File: src/hdl/ihw_pkg.sv
// Shared types, codes and constants for the ID3v2 frame header walker.
package ihw_pkg;

   typedef enum logic [2:0] {
      PH_MAGIC   = 3'd0,
      PH_SKIP    = 3'd1,
      PH_SIZE    = 3'd2,
      PH_HEADER  = 3'd3,
      PH_CONTENT = 3'd4,
      PH_DONE    = 3'd5,
      PH_REJECT  = 3'd6
   } phase_type;

   typedef enum logic [1:0] {
      EV_TAG_HEADER   = 2'd0,
      EV_FRAME_HEADER = 2'd1,
      EV_NOT_ID3      = 2'd2
   } event_kind_type;

   typedef struct packed {
      logic [1:0]  event_kind;
      logic [31:0] frame_id;
      logic [31:0] frame_size;
      logic [15:0] frame_flags;
      logic [28:0] tag_end;
   } result_type;

   localparam logic [3:0]  MAGIC_LEN      = 4'd3;
   localparam logic [3:0]  SKIP_LEN       = 4'd3;
   localparam logic [3:0]  SIZE_LEN       = 4'd4;
   localparam logic [3:0]  ID_LEN         = 4'd4;
   localparam logic [3:0]  ID_SIZE_LEN    = 4'd8;
   localparam logic [3:0]  HEADER_LEN     = 4'd10;
   localparam logic [28:0] TAG_HEADER_LEN = 29'd10;
   localparam logic [7:0]  SYNCSAFE_MASK  = 8'h7f;

   // The three magic bytes "ID3"; codes past the end mean nothing.
   function automatic logic [7:0] magic_byte(input logic [1:0] idx);
      logic [7:0] val;
      case (idx)
         2'd0:    val = 8'h49;
         2'd1:    val = 8'h44;
         2'd2:    val = 8'h33;
         default: val = 8'h00;
      endcase
      return val;
   endfunction

endpackage

File: src/hdl/id3v2_frame_header_walker_unit.sv
// Takes one byte per cycle while req_stall is low and reports the tag header and each frame header.
// Latency: a result shows on rsp_valid in the cycle after its byte is accepted when no
// earlier result is still waiting; otherwise it follows that result.
// Throughput: one byte per cycle while req_stall is low; the step logic handles each byte combinationally.
// req_stall rises only when a result waits in the skid entry behind a stalled rsp.
// Reset: synchronous and active high; clears the parser to the magic check and empties
// the result register and the skid entry.
module id3v2_frame_header_walker_unit (
   input  logic        clock,
   input  logic        reset,
   input  logic        req_valid,
   output logic        req_stall,
   input  logic [7:0]  req_data_byte,
   input  logic        req_stream_start,
   output logic        rsp_valid,
   input  logic        rsp_stall,
   output logic [1:0]  rsp_event_kind,
   output logic [31:0] rsp_frame_id,
   output logic [31:0] rsp_frame_size,
   output logic [15:0] rsp_frame_flags,
   output logic [28:0] rsp_tag_end
);

   ihw_pkg::result_type step_res, out_res;
   logic step_valid, accept, full;

   assign req_stall = full;
   assign accept    = req_valid && !full;

   ihw_core u_core (
      .clock        (clock),
      .reset        (reset),
      .accept       (accept),
      .data_byte    (req_data_byte),
      .stream_start (req_stream_start),
      .res_valid    (step_valid),
      .res          (step_res)
   );

   ihw_out_buf u_out_buf (
      .clock     (clock),
      .reset     (reset),
      .in_valid  (accept && step_valid),
      .in_res    (step_res),
      .full      (full),
      .out_valid (rsp_valid),
      .out_res   (out_res),
      .out_stall (rsp_stall)
   );

   assign rsp_event_kind  = out_res.event_kind;
   assign rsp_frame_id    = out_res.frame_id;
   assign rsp_frame_size  = out_res.frame_size;
   assign rsp_frame_flags = out_res.frame_flags;
   assign rsp_tag_end     = out_res.tag_end;

endmodule

File: src/hdl/ihw_core.sv
// Parser state registers and the per-byte step logic of the header walker.
module ihw_core (
   input  logic               clock,
   input  logic               reset,
   input  logic               accept,
   input  logic [7:0]         data_byte,
   input  logic               stream_start,
   output logic               res_valid,
   output ihw_pkg::result_type res
);

   ihw_pkg::phase_type phase_ff, phase_in, cur_phase;
   logic [31:0] pos_ff, pos_in, cur_pos, next_pos;
   logic [28:0] limit_ff, limit_in, cur_limit, tag_new;
   logic [3:0]  fi_ff, fi_in, cur_fi, fi_inc;
   logic [31:0] id_ff, id_in, cur_id;
   logic [31:0] size_ff, size_in, cur_size, size8;
   logic [27:0] size7;
   logic [15:0] flags_ff, flags_in, cur_flags, flags8;
   logic [31:0] left_ff, left_in, cur_left, left_dec;
   logic        magic_bad, skip_done, size_done, hdr_done;
   logic        in_tag_new, in_tag_cur;

   // A start marker restarts the parser before the byte is taken.
   assign cur_phase = stream_start ? ihw_pkg::PH_MAGIC : phase_ff;
   assign cur_pos   = stream_start ? 32'd0 : pos_ff;
   assign cur_limit = stream_start ? 29'd0 : limit_ff;
   assign cur_fi    = stream_start ? 4'd0  : fi_ff;
   assign cur_id    = stream_start ? 32'd0 : id_ff;
   assign cur_size  = stream_start ? 32'd0 : size_ff;
   assign cur_flags = stream_start ? 16'd0 : flags_ff;
   assign cur_left  = stream_start ? 32'd0 : left_ff;

   assign next_pos = (cur_pos == 32'hffff_ffff) ? cur_pos : cur_pos + 32'd1;
   assign fi_inc   = cur_fi + 4'd1;

   assign size7   = {cur_size[20:0], data_byte[6:0] & ihw_pkg::SYNCSAFE_MASK[6:0]};
   assign tag_new = {1'b0, size7} + ihw_pkg::TAG_HEADER_LEN;
   assign size8   = {cur_size[23:0], data_byte};
   assign flags8  = {cur_flags[7:0], data_byte};
   assign left_dec = (cur_left != 32'd0) ? cur_left - 32'd1 : cur_left;

   assign magic_bad = (cur_fi >= ihw_pkg::MAGIC_LEN) ||
                      (data_byte != ihw_pkg::magic_byte(cur_fi[1:0]));
   assign skip_done = (fi_inc >= ihw_pkg::SKIP_LEN);
   assign size_done = (fi_inc >= ihw_pkg::SIZE_LEN);
   assign hdr_done  = (fi_inc >= ihw_pkg::HEADER_LEN);

   assign in_tag_new = (next_pos < {3'd0, tag_new});
   assign in_tag_cur = (next_pos < {3'd0, cur_limit});

   // Next phase.
   always_comb begin
      phase_in = cur_phase;
      unique case (cur_phase)
         ihw_pkg::PH_MAGIC: begin
            if (magic_bad) begin
               phase_in = ihw_pkg::PH_REJECT;
            end else if (fi_inc == ihw_pkg::MAGIC_LEN) begin
               phase_in = ihw_pkg::PH_SKIP;
            end
         end
         ihw_pkg::PH_SKIP: begin
            if (skip_done) begin
               phase_in = ihw_pkg::PH_SIZE;
            end
         end
         ihw_pkg::PH_SIZE: begin
            if (size_done) begin
               phase_in = in_tag_new ? ihw_pkg::PH_HEADER : ihw_pkg::PH_DONE;
            end
         end
         ihw_pkg::PH_HEADER: begin
            if (hdr_done) begin
               if (size8 != 32'd0 && cur_fi >= ihw_pkg::ID_LEN &&
                   cur_fi < ihw_pkg::ID_SIZE_LEN) begin
                  phase_in = ihw_pkg::PH_CONTENT;
               end else if (cur_size != 32'd0 && cur_fi >= ihw_pkg::ID_SIZE_LEN) begin
                  phase_in = ihw_pkg::PH_CONTENT;
               end else begin
                  phase_in = in_tag_cur ? ihw_pkg::PH_HEADER : ihw_pkg::PH_DONE;
               end
            end
         end
         ihw_pkg::PH_CONTENT: begin
            if (left_dec == 32'd0) begin
               phase_in = in_tag_cur ? ihw_pkg::PH_HEADER : ihw_pkg::PH_DONE;
            end
         end
         ihw_pkg::PH_DONE, ihw_pkg::PH_REJECT: begin
            phase_in = cur_phase;
         end
         default: phase_in = cur_phase;
      endcase
   end

   // Counters, shift registers and the result of this byte.
   always_comb begin
      pos_in    = next_pos;
      limit_in  = cur_limit;
      fi_in     = cur_fi;
      id_in     = cur_id;
      size_in   = cur_size;
      flags_in  = cur_flags;
      left_in   = cur_left;
      res_valid = 1'b0;
      res       = '0;
      unique case (cur_phase)
         ihw_pkg::PH_MAGIC: begin
            if (magic_bad) begin
               res_valid      = 1'b1;
               res.event_kind = ihw_pkg::EV_NOT_ID3;
            end else begin
               fi_in = (fi_inc == ihw_pkg::MAGIC_LEN) ? 4'd0 : fi_inc;
            end
         end
         ihw_pkg::PH_SKIP: begin
            fi_in = skip_done ? 4'd0 : fi_inc;
         end
         ihw_pkg::PH_SIZE: begin
            if (size_done) begin
               limit_in       = tag_new;
               fi_in          = 4'd0;
               size_in        = 32'd0;
               res_valid      = 1'b1;
               res.event_kind = ihw_pkg::EV_TAG_HEADER;
               res.tag_end    = tag_new;
            end else begin
               fi_in   = fi_inc;
               size_in = {4'd0, size7};
            end
         end
         ihw_pkg::PH_HEADER: begin
            if (cur_fi < ihw_pkg::ID_LEN) begin
               id_in = {cur_id[23:0], data_byte};
            end else if (cur_fi < ihw_pkg::ID_SIZE_LEN) begin
               size_in = size8;
            end else begin
               flags_in = flags8;
            end
            fi_in = fi_inc;
            if (hdr_done) begin
               res_valid       = 1'b1;
               res.event_kind  = ihw_pkg::EV_FRAME_HEADER;
               res.frame_id    = id_in;
               res.frame_size  = size_in;
               res.frame_flags = flags_in;
               res.tag_end     = cur_limit;
               left_in         = size_in;
               fi_in           = 4'd0;
               id_in           = 32'd0;
               size_in         = 32'd0;
               flags_in        = 16'd0;
            end
         end
         ihw_pkg::PH_CONTENT: begin
            left_in = left_dec;
         end
         ihw_pkg::PH_DONE, ihw_pkg::PH_REJECT: begin
            left_in = cur_left;
         end
         default: left_in = cur_left;
      endcase
   end

   always_ff @(posedge clock) begin
      if (reset) begin
         phase_ff <= ihw_pkg::PH_MAGIC;
         pos_ff   <= 32'd0;
         limit_ff <= 29'd0;
         fi_ff    <= 4'd0;
         id_ff    <= 32'd0;
         size_ff  <= 32'd0;
         flags_ff <= 16'd0;
         left_ff  <= 32'd0;
      end else if (accept) begin
         phase_ff <= phase_in;
         pos_ff   <= pos_in;
         limit_ff <= limit_in;
         fi_ff    <= fi_in;
         id_ff    <= id_in;
         size_ff  <= size_in;
         flags_ff <= flags_in;
         left_ff  <= left_in;
      end
   end

endmodule

File: src/hdl/ihw_out_buf.sv
// Result register with a skid entry so the byte side keeps moving while a result waits.
module ihw_out_buf (
   input  logic               clock,
   input  logic               reset,
   input  logic               in_valid,
   input  ihw_pkg::result_type in_res,
   output logic               full,
   output logic               out_valid,
   output ihw_pkg::result_type out_res,
   input  logic               out_stall
);

   ihw_pkg::result_type out_ff, out_in, skid_ff, skid_in;
   logic out_valid_ff, out_valid_in, skid_valid_ff, skid_valid_in;
   logic take;

   assign take      = out_valid_ff && !out_stall;
   assign full      = skid_valid_ff;
   assign out_valid = out_valid_ff;
   assign out_res   = out_ff;

   always_comb begin
      out_in        = out_ff;
      skid_in       = skid_ff;
      out_valid_in  = out_valid_ff;
      skid_valid_in = skid_valid_ff;
      if (skid_valid_ff) begin
         // No new item can arrive while the skid entry is occupied.
         if (take) begin
            out_in        = skid_ff;
            skid_valid_in = 1'b0;
         end
      end else if (in_valid) begin
         if (!out_valid_ff || take) begin
            out_in       = in_res;
            out_valid_in = 1'b1;
         end else begin
            skid_in       = in_res;
            skid_valid_in = 1'b1;
         end
      end else if (take) begin
         out_valid_in = 1'b0;
      end
   end

   always_ff @(posedge clock) begin
      if (reset) begin
         out_valid_ff  <= 1'b0;
         skid_valid_ff <= 1'b0;
      end else begin
         out_valid_ff  <= out_valid_in;
         skid_valid_ff <= skid_valid_in;
      end
      out_ff  <= out_in;
      skid_ff <= skid_in;
   end

endmodule
File: config.mk
export PLATFORM = sky130hd
export DESIGN_NAME = id3v2_frame_header_walker_unit
export DESIGN_NICKNAME = d
export VERILOG_FILES = /design/src/hdl/ihw_pkg.sv /design/src/hdl/id3v2_frame_header_walker_unit.sv /design/src/hdl/ihw_core.sv /design/src/hdl/ihw_out_buf.sv
export SDC_FILE = /design/constraint.sdc
export NUM_CORES = 1
export LEC_CHECK = 0
export ABC_CLOCK_PERIOD_IN_PS = 18800
export BUFFER_PORTS_ARGS = -buffer_cell sky130_fd_sc_hd__buf_2
export CAP_MARGIN = 25
export CORE_MARGIN = 2
export CORE_UTILIZATION = 40
export DETAILED_ROUTE_END_ITERATION = 8
export PLACE_DENSITY_LB_ADDON = 0.25
export SYNTH_ARGS = -nofsm -noshare
export SYNTH_HDL_FRONTEND = slang
export SYNTH_HIERARCHICAL = 1
export SYNTH_SLANG_ARGS = --single-unit
File: constraint.sdc
create_clock -name clock -period 18.8 [get_ports clock]
set_input_delay 1.88 -clock clock [delete_from_list [all_inputs] [get_ports clock]]
set_output_delay 1.88 -clock clock [all_outputs]
set_load 0.05 [all_outputs]
==> results of run 1 <==
per-stage QoR:
stage,instance area (sq um),util [%]
floorplan,21800,-
global placement,22800,42.4
detailed placement,22900,42.5
CTS,24400,45.3
global route,24400,45.3
finish,24400,45.3
state kept, by name, summed over array words and instances (netlist names):
register / flops
u_core/left_ff: 32
u_core/fi_ff: 4
u_out_buf/out_res: 111
u_core/limit_ff: 29
u_core/id_ff: 32
u_out_buf/skid_ff: 111
u_out_buf/out_valid: 1
u_core/phase_ff: 3
u_core/pos_ff: 32
u_out_buf/full: 1
u_core/size_ff: 32
u_core/flags_ff: 16
final cells by class:
cell class	count	area [sq um]	share of cell area, %
Clock buffer	56	1200	4.92
Clock inverter	25	274	1.12
Inverter	42	158	0.647
Multi-Input combinational cell	1674	10600	43.6
Sequential cell	404	10300	42.3
Tap cell	696	871	3.57
Timing Repair Buffer	161	928	3.81
cell families (layout without fill, tap and decap cells):
logic type,Yosys count,after routing,synth area share (%)
adder cells (fa/ha/maj),61,61,3.49
flip-flops,404,404,47.3
AND/OR/NAND/NOR,880,880,18.8
AO/OA/AOI/OAI,509,509,14.8
buffers and inverters,219,284,4.28
XOR/XNOR,76,76,3.05
multiplexers,148,148,8.26
worst reg2reg max path, stage by stage, from the launching register on:
cell      delay [ns]
dfxtp_1         0.47
and3_1          0.39
nand4_1         0.32
nor3_2          0.70
nor4b_2         0.20
nand3_1         0.16
xor2_1          0.21
nor2_1          0.12
ha_1            0.37
a21o_1          0.16
a221o_1         0.35
a21oi_1         0.14
o21ai_0         0.08
a221o_1         0.35
a41oi_1         0.26
o211ai_1        0.16
nor2_1          0.16
a21oi_1         0.10
o41a_1          0.42
cell usage after synthesis (5+ instances only):
library cell  count  area, sq um
nor2_1          360         1350
nand2_1         225          845
edfxtp_1        222         6670
dfxtp_1         182         3640
a21oi_1         170          851
clkbuf_1        120          450
a22oi_1         105          788
o21ai_0          97          485
mux2_2           66          743
ha_1             60          751
nor3_1           56          280
mux2_4           47          706
inv_1            41          154
nand3_1          41          205
xnor2_1          40          350
xor2_1           36          315
mux2i_1          34          340
nor4_1           32          200
a211oi_1         26          195
buf_1            26         97.6
and3_1           24          150
nand4_1          18          113
nor2b_1          18          113
nor3b_1          18          135
buf_2            17         85.1
or3_1            15         93.8
nand2b_1         14         87.6
o22ai_1          13         81.3
buf_6            11          124
and2_1           10         62.6
o21ai_1           8         40.0
and4_1            7         61.3
a21o_1            6         45.0
a31oi_1           6         37.5
a32oi_1           6         52.6
o221ai_1          6         52.6
o211ai_1          5         37.5
power breakdown:
group / internal, mW / leakage, nW / switching (mW)
Sequential: 0.970 / 3.59 / 0.0294
Clock: 0.510 / 0.709 / 0.365
Combinational: 0.0917 / 4.27 / 0.237
Total: 1.57 / 8.57 / 0.631
routing by layer:
| layer | vias up | track usage, % | wire length, um |
|---|---|---|---|
| met2 | 629 | 34.4 | 28700 |
| met5 | - | 0 | 0 |
| met3 | 92 | 3.86 | 4190 |
| met4 | 0 | 6.29 | 1520 |
| met1 | 8663 | 31.1 | 28900 |
| li1 | 8373 | - | - |
worst paths after layout:
kind,startpoint,to,slack [ns],cells past startpoint
max,req_stream_start,u_core/phase_ff[2],11.96,21
min,u_core/limit_ff[3],u_core/limit_ff[3],0.49,2
max reg2reg,u_core/pos_ff[5],u_core/phase_ff[2],13.57,18
min reg2reg,u_core/limit_ff[3],u_core/limit_ff[3],0.49,2
==> reports/qor.csv, run 1 <==
stage;metric;value;unit
timing;setup violators final;0;
critical_path;Max Fanout on Critical Path;57;
layout;Area Growth Syn to Fin;11.7;%
critical_path;CP Capture Type;flip-flop;
timing;Fin. Hold Viols;0;
placement;Port Buffers;125;
grt;global-route wire length before repair;98.2;mm
min_path;hold crit path type;reg2reg;
clock_network;CTS Buf Count;44;
timing;RSZ-0062 raised after global routing;false;
layout;layout cells sized above 1;16.2;%
yosys;Synth async-reset ratio;0;%
yosys;Cells after Synth;2297;
yosys;Post-synth EDFFs;222;
job;number of max-cap violations;0;
clock_network;# H-tree levels;2;
layout;Non-Filler Instances;3058;
yosys;Synth Net Count;2370;
yosys;register area share after synthesis;47.3;%
clock_network;Clk Latency, worst-skew pair;0.58;ns
yosys;ys flop type;edfxtp_1;
clock_network;Post-CTS Setup Bufs;0;
yosys;Yosys cell types;92;
floorplan;Initial Util;40.5;%
pwr;Leakage;8.57;nW
layout;Fill cells;5101;
placement;post-placement setup slack;11.46;ns
clock_network;CTS resizes;0;
timing;Worst Slack Setup Final;11.96;ns
route;Routed WL per cell;20.7;um
route;Via density;5.81;
route;Vias;17800;
layout;fin nets;2400;
floorplan;Die Area;56400;sq um
layout;ant diodes;0;
layout;most common cell after layout, fill and taps aside;nor2_1;
placement;Routability Congestion;0.948;
clock_network;Worst-path clk slew;0.06;ns
critical_path;CP Cell Sequence;buf_4 > buf_4 > nor2b_1 > ha_1 > nand4_1 > nor3_2 > nor4_1 > nand3_1 > xor2_1 > nor2_1 > ha_1 > and3_1 > a221o_1 > a21oi_1 > o21ai_0 > a221o_1 > a41oi_1 > o211ai_1 > nor2_1 > a21oi_1 > o41a_1;
critical_path;CP Buf/Inv Count;2;
grt;Tot GR Track Use;22.0;%
yosys;Synth Cell Area;21800;sq um
yosys;#FFs+latches synth;404;
pwr;Cell Pwr Density;90.4;nW/um^2
critical_path;critical path arrival;7.29;ns
timing;Worst Max-Slew Pin Slew;1.06;ns
status;status;finished clean;
critical_path;Crit path largest cell delay;0.60;ns
grt;largest net degree at the start of global routing;84;
timing;Slew headroom;29.0;%
clock_network;clock sink count;404;
floorplan;Chip Height;237;um
timing;Fmax;146;MHz
pwr;Peak VDD IR;0.0612;mV
clock_network;CTS root buf;clkbuf_16;
placement;DP Cell Count;2977;
timing;Hold Slack;0.493;ns
route;Pre-antenna DRT Iters;6;
grt;total congestion overflow;0;
layout;commonest cells after routing, fill and taps aside;nor2_1, nand2_1, edfxtp_1;
clock_network;CTS Buffer Depth;3;
timing;total negative slack;0;ns
timing;Final period util;36.4;%
route;Starting DRT DRC Count;1739;
critical_path;CP Class;in2reg;
clock_network;CTS Hold Buffers Added;0;
timing;Slew Limit Fails;0;
route;post-route ant nets;0;
floorplan;cell row count;85;
critical_path;Critical Path Start Type;primary input;
clock_network;TritonCTS clock tree;done;
critical_path;critical path's top delay family;simple AND/OR/NAND/NOR gates;
critical_path;slowest stage cell on the critical path;nor4_1;
pwr;Power, Total;2.20;mW
timing;clk_skew;0.0252;ns
placement;HPWL after DPL;43.9;mm
floorplan;Core ar.;53800;sq um
yosys;Mapped Avg Cell Area;9.49;sq um
grt;vias in the first global route;16500;
timing;post-layout minimum cycle time;6.84;ns
route;DRT Wirelength;63.3;mm
critical_path;CP Data Required Time;19.25;ns
yosys;Ys Warns;6;
floorplan;I/O Pins;126;
grt;antenna violations before repair;0;
route;Residual DRC;0;
floorplan;Die W;237;um
No activity file was read; power rests on OpenSTA's default activity.
==> run 2, diff against run 1 <==
--- a/config.mk
+++ b/config.mk
@@ -5,7 +5,7 @@
 export SDC_FILE = /design/constraint.sdc
 export NUM_CORES = 1
 export LEC_CHECK = 0
-export ABC_CLOCK_PERIOD_IN_PS = 18800
+export ABC_CLOCK_PERIOD_IN_PS = 6350
 export BUFFER_PORTS_ARGS = -buffer_cell sky130_fd_sc_hd__buf_2
 export CAP_MARGIN = 25
 export CORE_MARGIN = 2
==> constraint.sdc (replaced) <==
create_clock -name clock -period 6.35 [get_ports clock]
set_input_delay 0.635 -clock clock [delete_from_list [all_inputs] [get_ports clock]]
set_output_delay 0.635 -clock clock [all_outputs]
set_load 0.05 [all_outputs]
==> reports/qor.csv, run 2 (same netlist as run 1, synthesis figures left out) <==
stage;metric;value;unit
grt;global-route wire length before repair;99.2;mm
clock_network;Worst-path clk slew;0.06;ns
timing;Worst Max-Slew Pin Slew;1.08;ns
route;Vias;17700;
route;Routed WL per cell;20.9;um
route;Residual DRC;0;
critical_path;critical path's top delay family;compound AO/OA/AOI/OAI gates;
timing;post-layout minimum cycle time;4.95;ns
placement;DP Cell Count;2988;
floorplan;I/O Pins;126;
clock_network;# H-tree levels;2;
job;number of max-cap violations;0;
clock_network;CTS Buffer Depth;3;
layout;layout cells sized above 1;16.3;%
placement;HPWL after DPL;43.7;mm
timing;RSZ-0062 raised after global routing;false;
clock_network;TritonCTS clock tree;done;
layout;Area Growth Syn to Fin;11.8;%
grt;Tot GR Track Use;22.2;%
pwr;clock network power share;38.4;%
route;Top Metal Used;met4;
critical_path;CP Class;in2reg;
placement;Routability Congestion;0.937;
floorplan;cell row count;85;
timing;Fin. Hold Viols;0;
status;status;finished clean;
floorplan;Chip Height;237;um
grt;vias in the first global route;16600;
pwr;combinational fraction of design power;15.4;%
clock_network;Post-CTS Setup Bufs;0;
critical_path;CP Buf/Inv Count;3;
grt;total congestion overflow;0;
floorplan;Initial Util;40.5;%
clock_network;clock sink count;404;
floorplan;Die W;237;um
pwr;Flop pwr share;46.2;%
route;post-route ant nets;0;
timing;Slew headroom;28.2;%
critical_path;Crit path largest cell delay;0.62;ns
min_path;hold crit path type;in2reg;
layout;Non-Filler Instances;3070;
layout;fin nets;2411;
timing;setup violators final;0;
route;WL met2;28.4;mm
critical_path;CP Data Required Time;6.80;ns
critical_path;Max Fanout on Critical Path;23;
route;met3 wire length;3.64;mm
clock_network;CTS Hold Buffers Added;0;
placement;Port Buffers;125;
route;M1 WL;29.8;mm
pwr;Leakage;8.59;nW
layout;most common cell after layout, fill and taps aside;nor2_1;
critical_path;slowest stage cell on the critical path;nor4_1;
timing;Hold Slack;0.368;ns
layout;ant diodes;0;
floorplan;Core ar.;53800;sq um
route;Pre-antenna DRT Iters;6;
timing;Fmax;202;MHz
floorplan;Die Area;56400;sq um
timing;Slew Limit Fails;0;
pwr;cell internal pwr;4.54;mW
clock_network;CTS Buf Count;44;
pwr;Power, Total;6.41;mW
critical_path;Critical Path Start Type;primary input;
pwr;switch share;29.1;%
route;DRT Wirelength;64.0;mm
critical_path;register-to-register setup slack;1.46;ns
critical_path;CP Cell Sequence;buf_4 > inv_2 > nand2_1 > inv_1 > ha_1 > nand4_1 > nor3_2 > nor4_1 > nand3_1 > xor2_1 > nor2_1 > ha_1 > and3_1 > a221o_1 > a21oi_1 > o21ai_0 > a221o_1 > a41oi_1 > o211ai_1 > nor2_1 > a21oi_1 > o41a_1;
timing;Final period util;77.9;%
clock_network;Clk Latency, worst-skew pair;0.58;ns
route;Starting DRT DRC Count;1696;
clock_network;CTS root buf;clkbuf_16;
layout;commonest cells after routing, fill and taps aside;nor2_1, nand2_1, edfxtp_1;
pwr;Cell Pwr Density;263;nW/um^2
critical_path;CP Capture Type;flip-flop;
timing;clk_skew;0.0232;ns
timing;total negative slack;0;ns
pwr;Psw;1.87;mW
grt;antenna violations before repair;0;
grt;largest net degree at the start of global routing;112;
route;Via density;5.78;
pwr;Peak VDD IR;0.172;mV
critical_path;critical path arrival;5.40;ns
clock_network;CTS resizes;0;
[run 2: cell types whose count changed in the layout (fill, tap and decap cells not counted), sizes merged]
cell / change
clkinvlp: -2
buf: +11
bufinv: -3
clkinv: -3
clkbuf: +7
inv: +2
[run 2: cell type report]
cell class	instances	area [sq um]
Clock inverter	19	170
Fill cell	5095	29400
Timing Repair Buffer	172	1030
Inverter	42	158
Tap cell	696	871
Multi-Input combinational cell	1674	10600
Clock buffer	63	1220
Sequential cell	404	10300
[run 2: worst paths after layout]
check / from / endpoint / cells past startpoint
worst max-delay path: req_stream_start / u_core/phase_ff[2] / 22
worst min-delay path: rsp_stall / u_out_buf/full / 3
worst max register to register: u_core/pos_ff[5] / u_core/phase_ff[2] / 18
worst min register to register: u_core/limit_ff[3] / u_core/limit_ff[3] / 2
[run 2: per-stage QoR]
| stage | cell area, sq um | utilization [%] | setup slack, ns |
|---|---|---|---|
| 2_1_floorplan | 21800 | - | 0.147 |
| 3_3_place_gp | 23000 | 42.7 | 0.883 |
| 3_5_place_dp | 23000 | 42.7 | 0.866 |
| 4_1_cts | 24400 | 45.3 | 1.47 |
| 5_1_grt | 24400 | 45.3 | 1.03 |
| 6_report | 24400 | 45.3 | 1.40 |
[run 2: power groups by stage]
| stage | registers (mW) | logic, mW | clock network [mW] |
|---|---|---|---|
| floorplan | 3.21 | 0.518 | 0 |
| global placement | 3.01 | 0.979 | 0 |
| detailed placement | 3.01 | 0.980 | 0 |
| CTS | 2.96 | 0.984 | 2.53 |
| global route | 2.97 | 1.05 | 2.63 |
| finish | 2.96 | 0.987 | 2.46 |
[run 2: routing by layer]
metal	vias to the layer above	track usage [%]
li1	8398	-
met1	8561	32.0
met2	647	34.1
met3	126	2.80
met4	0	8.16
met5	-	0
[run 2: worst reg2reg max path: cells and delay by family, from the launching register on]
family          cells  cell delay [ns]
simple gates        8             2.05
compound gates      8             1.86
flops               1             0.38
fa+ha+maj           1             0.31
xor+xnor            1             0.17
==> run 3, diff against run 2 <==
--- a/config.mk
+++ b/config.mk
@@ -5,7 +5,7 @@
 export SDC_FILE = /design/constraint.sdc
 export NUM_CORES = 1
 export LEC_CHECK = 0
-export ABC_CLOCK_PERIOD_IN_PS = 6350
+export ABC_CLOCK_PERIOD_IN_PS = 4350
 export BUFFER_PORTS_ARGS = -buffer_cell sky130_fd_sc_hd__buf_2
 export CAP_MARGIN = 25
 export CORE_MARGIN = 2
==> constraint.sdc (replaced) <==
create_clock -name clock -period 4.35 [get_ports clock]
set_input_delay 0.435 -clock clock [delete_from_list [all_inputs] [get_ports clock]]
set_output_delay 0.435 -clock clock [all_outputs]
set_load 0.05 [all_outputs]
==> reports/qor.csv, run 3 (same netlist as run 1, synthesis figures left out) <==
stage;metric;value;unit
pwr;switch share;28.7;%
critical_path;CP Class;reg2reg;
layout;Area Growth Syn to Fin;20.6;%
timing;Final period util;96.9;%
timing;RSZ-0062 raised after global routing;true;
floorplan;I/O Pins;126;
clock_network;CTS Buf Count;46;
critical_path;critical path's top delay family;compound AO/OA/AOI/OAI gates;
timing;clk_skew;0.0278;ns
layout;fin nets;2613;
floorplan;Chip Height;237;um
critical_path;Crit Reg-Reg Startpoint;u_core/pos_ff[12];
critical_path;Max Fanout on Critical Path;3;
clock_network;TritonCTS clock tree;done;
critical_path;Worst R2R Path Depth;18;
route;Starting DRT DRC Count;1620;
grt;Tot GR Track Use;23.6;%
pwr;cell internal pwr;7.08;mW
critical_path;CP Buf/Inv Count;2;
timing;setup violators final;0;
min_path;hold_sp;rsp_stall;
route;Via density;5.64;
job;number of max-cap violations;0;
timing;Hold Slack;0.179;ns
placement;HPWL after DPL;47.8;mm
floorplan;Initial Util;40.5;%
layout;ant diodes;0;
clock_network;# H-tree levels;2;
pwr;clock network power share;40.2;%
clock_network;Clk Latency, worst-skew pair;0.59;ns
pwr;Psw;2.85;mW
timing;Worst Max-Slew Pin Slew;0.995;ns
critical_path;Critical Path Start;u_core/pos_ff[12];
layout;Non-Filler Instances;3274;
layout;fin util;48.8;%
min_path;hold endpoint;u_out_buf/out_valid;
timing;post-layout minimum cycle time;4.21;ns
route;post-route ant nets;0;
grt;largest net degree at the start of global routing;88;
timing;Slew Limit Fails;0;
critical_path;R2R Path End;u_core/phase_ff[2];
placement;DP Cell Count;3183;
critical_path;CP Data Required Time;4.83;ns
layout;Fill cells;5005;
clock_network;CTS Buffer Depth;3;
timing;Worst Slack Setup Final;0.136;ns
floorplan;cell row count;85;
pwr;Peak VDD IR;0.256;mV
clock_network;Worst-path clk slew;0.06;ns
route;Pre-antenna DRT Iters;5;
route;Vias;18500;
critical_path;Critical Path Start Type;flip-flop;
clock_network;CTS Hold Buffers Added;0;
grt;vias in the first global route;17700;
timing;Fmax;237;MHz
route;DRT Wirelength;67.8;mm
route;Residual DRC;0;
floorplan;Die Area;56400;sq um
route;Routed WL per cell;20.7;um
placement;Port Buffers;125;
pwr;Leakage;9.70;nW
clock_network;clock sink count;404;
timing;Slew headroom;32.9;%
critical_path;slowest stage cell on the critical path;o41a_1;
critical_path;CP Capture Type;flip-flop;
timing;Fin. Hold Viols;0;
clock_network;CTS root buf;clkbuf_16;
layout;layout cells sized above 1;24.2;%
critical_path;CP Cell Sequence;and4_4 > nand4_1 > nor3_4 > buf_4 > nor4_4 > buf_4 > xnor2_1 > ha_1 > and3_1 > a221o_1 > a21oi_1 > o21ai_1 > a221o_1 > a41oi_2 > o211ai_1 > nor2_1 > a21oi_1 > o41a_1;
grt;antenna violations before repair;0;
layout;most common cell after layout, fill and taps aside;nor2_1;
critical_path;register-to-register setup slack;0.14;ns
placement;Routability Congestion;0.955;
min_path;hold crit path type;in2reg;
placement;post-placement setup slack;-0.295;ns
critical_path;Crit path largest cell delay;0.43;ns
pwr;Cell Pwr Density;378;nW/um^2
pwr;combinational fraction of design power;16.7;%
floorplan;Die W;237;um
min_path;worst hold stages;3;
floorplan;Core ar.;53800;sq um
grt;global-route wire length before repair;105;mm
status;status;finished clean;
layout;commonest cells after routing, fill and taps aside;nor2_1, buf_4, nand2_1, edfxtp_1, dfxtp_1;
pwr;Flop pwr share;43.1;%
critical_path;critical path arrival;4.69;ns
grt;total congestion overflow;0;
[run 3: worst register-to-register path: stages (launching register included)]
cell	delay [ns]
dfxtp_1	0.37
and4_4	0.26
nand4_1	0.18
nor3_4	0.26
buf_4	0.18
nor4_4	0.05
buf_4	0.15
xnor2_1	0.24
ha_1	0.29
and3_1	0.19
a221o_1	0.30
a21oi_1	0.15
o21ai_1	0.08
a221o_1	0.36
a41oi_2	0.20
o211ai_1	0.17
nor2_1	0.17
a21oi_1	0.10
o41a_1	0.43
[run 3: metrics by stage]
stage / TNS, ns / power, mW / instance area (sq um)
after floorplan: 0 / 5.47 / 22000
after global placement: -0.267 / 5.98 / 24600
after detailed placement: -0.324 / 6.00 / 24600
after CTS: 0 / 10.0 / 26200
after global routing: -0.0601 / 10.3 / 26300
final: 0 / 9.93 / 26300
[run 3: layer usage]
layer  GRT usage (%)  share of wire, %  up-vias
met4            6.94               2.6        0
li1                -                 -     8807
met2            36.5                45      643
met5               0                 0        -
met1            33.5                46     8912
met3            4.39               6.6      113
[run 3: final cells by class]
cell class,instances,area (sq um),area share (%)
inverter,42,165,0.628
sequential,404,10300,39.2
clock inverter,21,216,0.823
timing repair buffer,372,2580,9.80
multi-input combinational,1674,10800,41.1
tap,696,871,3.31
clock buffer,65,1350,5.12
[run 3: worst max path at each step]
stage / depth (start not counted) / slack (ns) / to
4_1_cts: 21 / 0.03 / u_core/phase_ff[2]
3_5_place_dp: 22 / -0.29 / u_core/phase_ff[2]
2_1_floorplan: 15 / 0.03 / u_out_buf/out_res[0]
5_1_grt: 19 / -0.06 / u_core/phase_ff[2]
3_3_place_gp: 21 / -0.23 / u_core/phase_ff[2]
6_report: 18 / 0.14 / u_core/phase_ff[2]
[run 3: power by group through the flow]
stage | registers (mW) | logic, mW | clock network, mW
floorplan | 4.70 | 0.771 | 0
CTS | 4.28 | 1.64 | 4.08
detailed placement | 4.36 | 1.64 | 0
global route | 4.30 | 1.77 | 4.23
finish | 4.28 | 1.66 | 3.99
global placement | 4.36 | 1.62 | 0
[run 3: timing repair]
item | 4_1_cts | 5_1_grt
resized for setup | 1 | 22
endpoints found under the setup margin | 1 | 2
endpoints found under the hold margin | 0 | 0
pin swaps | 1 | 12
setup buffers | 0 | 5
